$ cat src/sv/frs_rank_mem.sv
// ============================================================================
// frs_rank_mem: rank table storage
// One write port and one registered read port. A per-entry valid bit makes
// an entry that was never written read as its own index (identity order).
// ============================================================================
module frs_rank_mem #(
    parameter int DEPTH = 256,
    parameter int IW    = $clog2(DEPTH)
) (
    input  logic          clk,
    input  logic          rst_n,
    input  logic [IW-1:0] rd_addr,
    output logic [IW-1:0] rd_data,
    input  logic          wr_en,
    input  logic [IW-1:0] wr_addr,
    input  logic [IW-1:0] wr_data
);

    logic [IW-1:0] mem [DEPTH];
    logic [DEPTH-1:0] vld_reg;
    logic [IW-1:0] data_reg;
    logic [IW-1:0] addr_reg;
    logic          hit_reg;

    // Storage array: written and read at one address each cycle.
    always_ff @(posedge clk)
    begin
        if (wr_en)
        begin
            mem[wr_addr] <= wr_data;
        end
        data_reg <= mem[rd_addr];
        addr_reg <= rd_addr;
    end

    // Valid bits are cleared by reset and set by the first write.
    always_ff @(posedge clk or negedge rst_n)
    begin
        if (!rst_n)
        begin
            vld_reg <= '0;
            hit_reg <= 1'b0;
        end
        else
        begin
            if (wr_en)
            begin
                vld_reg[wr_addr] <= 1'b1;
            end
            hit_reg <= vld_reg[rd_addr];
        end
    end

    // An unwritten entry reads as its own index.
    assign rd_data = hit_reg ? data_reg : addr_reg;

endmodule

$ cat config.mk
export PLATFORM = sky130hd
export DESIGN_NAME = frs_rank_mem
export DESIGN_NICKNAME = d
export VERILOG_FILES = /design/src/sv/frs_rank_mem.sv
export SDC_FILE = /design/constraint.sdc
export NUM_CORES = 2
export LEC_CHECK = 0
export ABC_AREA = 1
export BUFFER_PORTS_ARGS = -buffer_cell sky130_fd_sc_hd__buf_4
export CAP_MARGIN = 20
export CORE_AREA = 2 2 502 504
export DETAILED_ROUTE_END_ITERATION = 7
export DIE_AREA = 0 0 504 506
export GPL_ROUTABILITY_DRIVEN = 0
export HOLD_SLACK_MARGIN = 0.03
export PLACE_DENSITY = 0.55
export SLEW_MARGIN = 40
export SYNTH_ARGS = -nofsm -noshare
export SYNTH_HDL_FRONTEND = slang
export SYNTH_SLANG_ARGS = --single-unit
$ cat constraint.sdc
create_clock -name clk -period 2.95 [get_ports clk]
set_clock_uncertainty 0.1 [all_clocks]
set_input_delay 0.4425 -clock clk [delete_from_list [all_inputs] [get_ports clk]]
set_output_delay 0.4425 -clock clk [all_outputs]
set_load 0.01 [all_outputs]
After elaboration in Yosys (flattened, before gate mapping)
Memories as Yosys holds them, arrays and structs flattened. A register that Yosys moved wholly into a read port is not among the register bits.
Cells that the tools add are included.
{"block": "totals", "ramBits": 2048, "inputBits": 27, "mem_count": 1, "register_bits": 265}
{"block": "classes", "n_reduce_logical": 1, "n_mux": 7, "n_lt_le_gt_ge": 3, "bitwise_logic": 1}
{"memory": "mem", "depth": 256, "width": 8, "read_ports": 1, "rd_ports_with_merged_regs": 1, "write_ports": 1, "line_no": "19", "rtl": "logic [IW-1:0] mem [DEPTH];"}
{"operator": "$or A256 B256 Y256", "n": 1}
{"operator": "$lt A8 B9 Y1 const B", "n": 2}
{"operator": "$bmux W1 S8", "n": 1}
{"operator": "$demux W1 S8", "n": 1}
{"operator": "$ge A8 B1 Y1 const B", "n": 1}
{"operator": "$mux W8", "n": 1}
{"operator": "$mux W1", "n": 4}
{"operator": "$logic_and A1 B1 Y1", "n": 1}

Longest topological paths before layout
{"block": "logic_depth", "ltp_word": 5, "depth_mapped": 15, "depth_no_buf": 11}

Least setup slack after synthesis
OpenSTA, ideal clock, no wires.
{"block": "synth_path", "path_kind": "input -> register", "start": "input port wr_en", "end": "memory mem[152][0] (netlist bit), enable pin", "cell_stages": 4, "path_buffers": 2, "arrival_ps": 1593, "slack_ps": 884, "t_required_ps": 2477, "cell_sequence": "clkbuf_1 nand3_1 clkbuf_1 nor2_1"}
{"block": "synth_via", "elab_chain_len": 2}
{"item": "start: declaration", "line_no": "14", "rtl": "input logic wr_en,"}
{"item": "$mux W1", "line_no": "28", "rtl": "if (wr_en)"}
{"item": "$mux W1 (implied by the code)", "line_no": "30", "rtl": "mem[wr_addr] <= wr_data;"}
{"item": "end: declaration", "line_no": "19"}
Every way passes these cells.

Worst setup path after layout
{"block": "layout_path", "start": "register hit_reg", "end": "output port rd_data[3]"}
{"block": "layout_via", "elab_chain_len": 1}
{"item": "start: declaration", "line_no": "23", "rtl": "logic hit_reg;"}
{"item": "start signal: assignment", "line_no": "50", "rtl": "hit_reg <= vld_reg[rd_addr];"}
{"item": "$mux W8", "line_no": "55", "rtl": "assign rd_data = hit_reg ? data_reg : addr_reg;"}
{"item": "end: declaration", "line_no": "13", "rtl": "output logic [IW-1:0] rd_data,"}
Every way passes these cells.

==> metrics.md <==
| Metric | Value |
|---|---|
| Status | complete, no violations |
| HPWL Detailed | 173,200 um |
| Design area | 110,200 um2 |
| Top Ports | 35 |
| Type of the worst min-delay path | in -> reg |
| Synth area leader | edfxtp_1 |
| FILL cells | 23,140 |
| Die Height | 506 um |
| Slew Limit Fails | 0 |
| Vias in the first global route | 61,990 |
| Via count | 63,870 |
| CTS Root Cell | clkbuf_16 |
| Die area | 255,000 um2 |
| Area taken by multi-input logic gates | 23,100 um2 |
| DRC Markers | 0 |
| Area Overhead vs Synth | 16.73% |
| Slew headroom | 46.98% |
| Final setup violation count | 0 |
| Max reg flops | 2,048 |
| Worst EP required | 2.41 ns |
| Pin count of the biggest net entering global routing | 100 |
| Post-synthesis sequential area ratio | 72.28% |
| Worst path bufs/invs | 1 |
| Detailed Route WL | 281,900 um |
| CTS tree | yes |
| Slew @ Worst Pin | 0.7933 ns |
| Reg area | 68,250 um2 |
| Total core area | 250,000 um2 |
| Worst Path Arrival | 2.14 ns |
| Placed Cells | 11,530 |
| #FFs+latches synth | 2,321 |
| Synthesized area | 94,430 um2 |
| CTS sink count | 2,321 |
| First-pass DRT Iterations | 6 |
| Placed cell areas | 102,100 um2 |
| Crit path largest cell delay | 0.61 ns |
| Worst-Skew Late Latency | 0.88 ns |
| Initial core utilization | 37.77% |
| RSZ-0062 raised after global routing | false |
| # port buffers | 34 |
| Share of cells above drive strength 1 | 14.69% |
| Total GRT Usage | 21.71% |
| Non-filler instance count after layout | 12,000 |
| # nets final | 8,465 |
| Min cycle time layout | 2.682 ns |
| Cells after synthesis | 8,100 |
| Critical path class | reg -> out |
| Setup crit end kind | output pin |
| H-tree levels | 4 |
| First-pass GRT wire length | 417,600 um |
| Slowest cell on crit path | dfrtp_2 |
| PD cells | 653.5 nW/um2 |
| Max-cap violations | 0 |
| Final Hold Fails | 0 |
| CP cell instances | mux2_2 > buf_4 |
| Critical Path Fanout Max | 8 |
| Total congestion overflow | 0 |
| Syn_nets | 8,127 |
| Drt initial violations | 6,646 |
| TritonCTS Buffers | 236 |
| DIE WIDTH | 504 um |
| Commonest non-fill, non-tap cells in the layout | nand2_1, nand3_1, edfxtp_1 |
| Wire per inst | 23.49 um |
| Max IR drop VDD | 0.5559 mV |
| Area contributors post-synth | edfxtp_1, nand3_1, nand2_1, dfrtp_1, or2_2 |
| F_max | 0.3729 GHz |
| Delay-heaviest family, CP | flip-flops |
| Clock transition at the registers of the reported paths | 0.06 ns |
| Row Count | 184 |
| Initial antenna violation count | 8 |
| Startpoint Class | flop |
| Lkg Pwr | 41.22 nW |
| Number of synthesis warnings | 0 |
| Syn Area/Cell | 11.66 um2 |
| Antenna-violating nets left | 0 |
| Longest Clk Path Bufs | 3 |
| Vias/cell | 5.322 |
| Post-synth cell types | 20 |
| Post-CTS setup buffers | 0 |
| Top cell type's share of synthesized area | 65.13% |
| Commonest non-fill, non-tap cell in the layout | nand2_1 |
| Fin crit share | 90.91% |
-- per-stage QoR --
| stage | hold WS [ns] | util, % | power (mW) | setup TNS [ns] | setup slack, ns |
|---|---|---|---|---|---|
| after floorplan | 0.04691 | - | 39.51 | 0 | 0.8837 |
| after global placement | 0.3370 | 40.83 | 41.92 | -0.4691 | -0.1622 |
| after global routing | 0.07348 | 44.08 | 74.24 | 0 | 0.2410 |
| after CTS | 0.04881 | 44.08 | 72.57 | 0 | 0.1844 |
| final | 0.1125 | 44.09 | 72.04 | 0 | 0.2681 |
| after detailed placement | 0.3422 | 40.83 | 41.97 | -0.4755 | -0.1621 |
-- final timing paths --
path | start | to | slack [ns] | cells after the start
max | hit_reg$_DFF_PN0_ | rd_data[3] | 0.27 | 2
min | rd_addr[5] | addr_reg[5]$_DFF_P_ | 0.11 | 2
max in group asynchronous | rst_n | vld_reg[44]$_DFFE_PN0P_ | 1.40 | 4
min reg2reg | vld_reg[176]$_DFFE_PN0P_ | vld_reg[176]$_DFFE_PN0P_ | 0.36 | 2
max reg2reg | mem[177][3]$_DFFE_PP_ | data_reg[3]$_DFF_P_ | 0.81 | 10
min in group asynchronous | rst_n | vld_reg[5]$_DFFE_PN0P_ | 0.55 | 3
-- layer usage --
metal	track usage [%]	routed length (um)	vias up
met5	0	12	-
met4	7.274	9315	2
met3	3.398	19500	452
met2	35.27	133900	2357
met1	29.79	119100	31930
li1	-	-	29140
-- synthesized netlist by cell type --
master	instances
nand2_1	2376
a21oi_1	4
inv_4	1
inv_2	4
mux2_2	8
buf_12	1
nor2_1	283
dfxtp_1	16
clkbuf_1	99
buf_2	271
or2_2	252
buf_1	51
dfrtp_1	257
edfxtp_1	2048
clkinv_1	3
buf_6	40
buf_4	76
o21ai_0	8
nand3_1	2267
inv_1	35
-- where the power goes --
part | internal [mW] | switching (mW)
logic | 1.52 | 3.47
clock network | 17.9 | 12.8
registers | 36.1 | 0.188
total | 55.6 | 16.5
-- cell families after synthesis --
group | after synthesis | synth area share [%]
flip-flops | 2321 | 72.28
buffers and inverters | 581 | 3.309
multiplexers | 8 | 0.09541
AND/OR/NAND/NOR | 5178 | 24.25
AO/OA/AOI/OAI | 12 | 0.06360
-- final cells by class --
class                      count  share of cell area [%]
antenna                        7                 0.01589
clock buffer                 323                   5.966
clock inverter               123                   1.269
inverter                      43                  0.1805
multi-input combinational   5198                   20.96
sequential                  2321                   61.92
tap                         3348                   3.800
timing repair buffer         638                   5.890
-- repair_timing --
item / in CTS / in global routing
hold buffers: 15 / 0
endpoints found under the hold margin: 578 / 0
resized for setup: 1 / 0
setup endpoints to repair: 7 / 0
(Power assumes the default switching activity.)
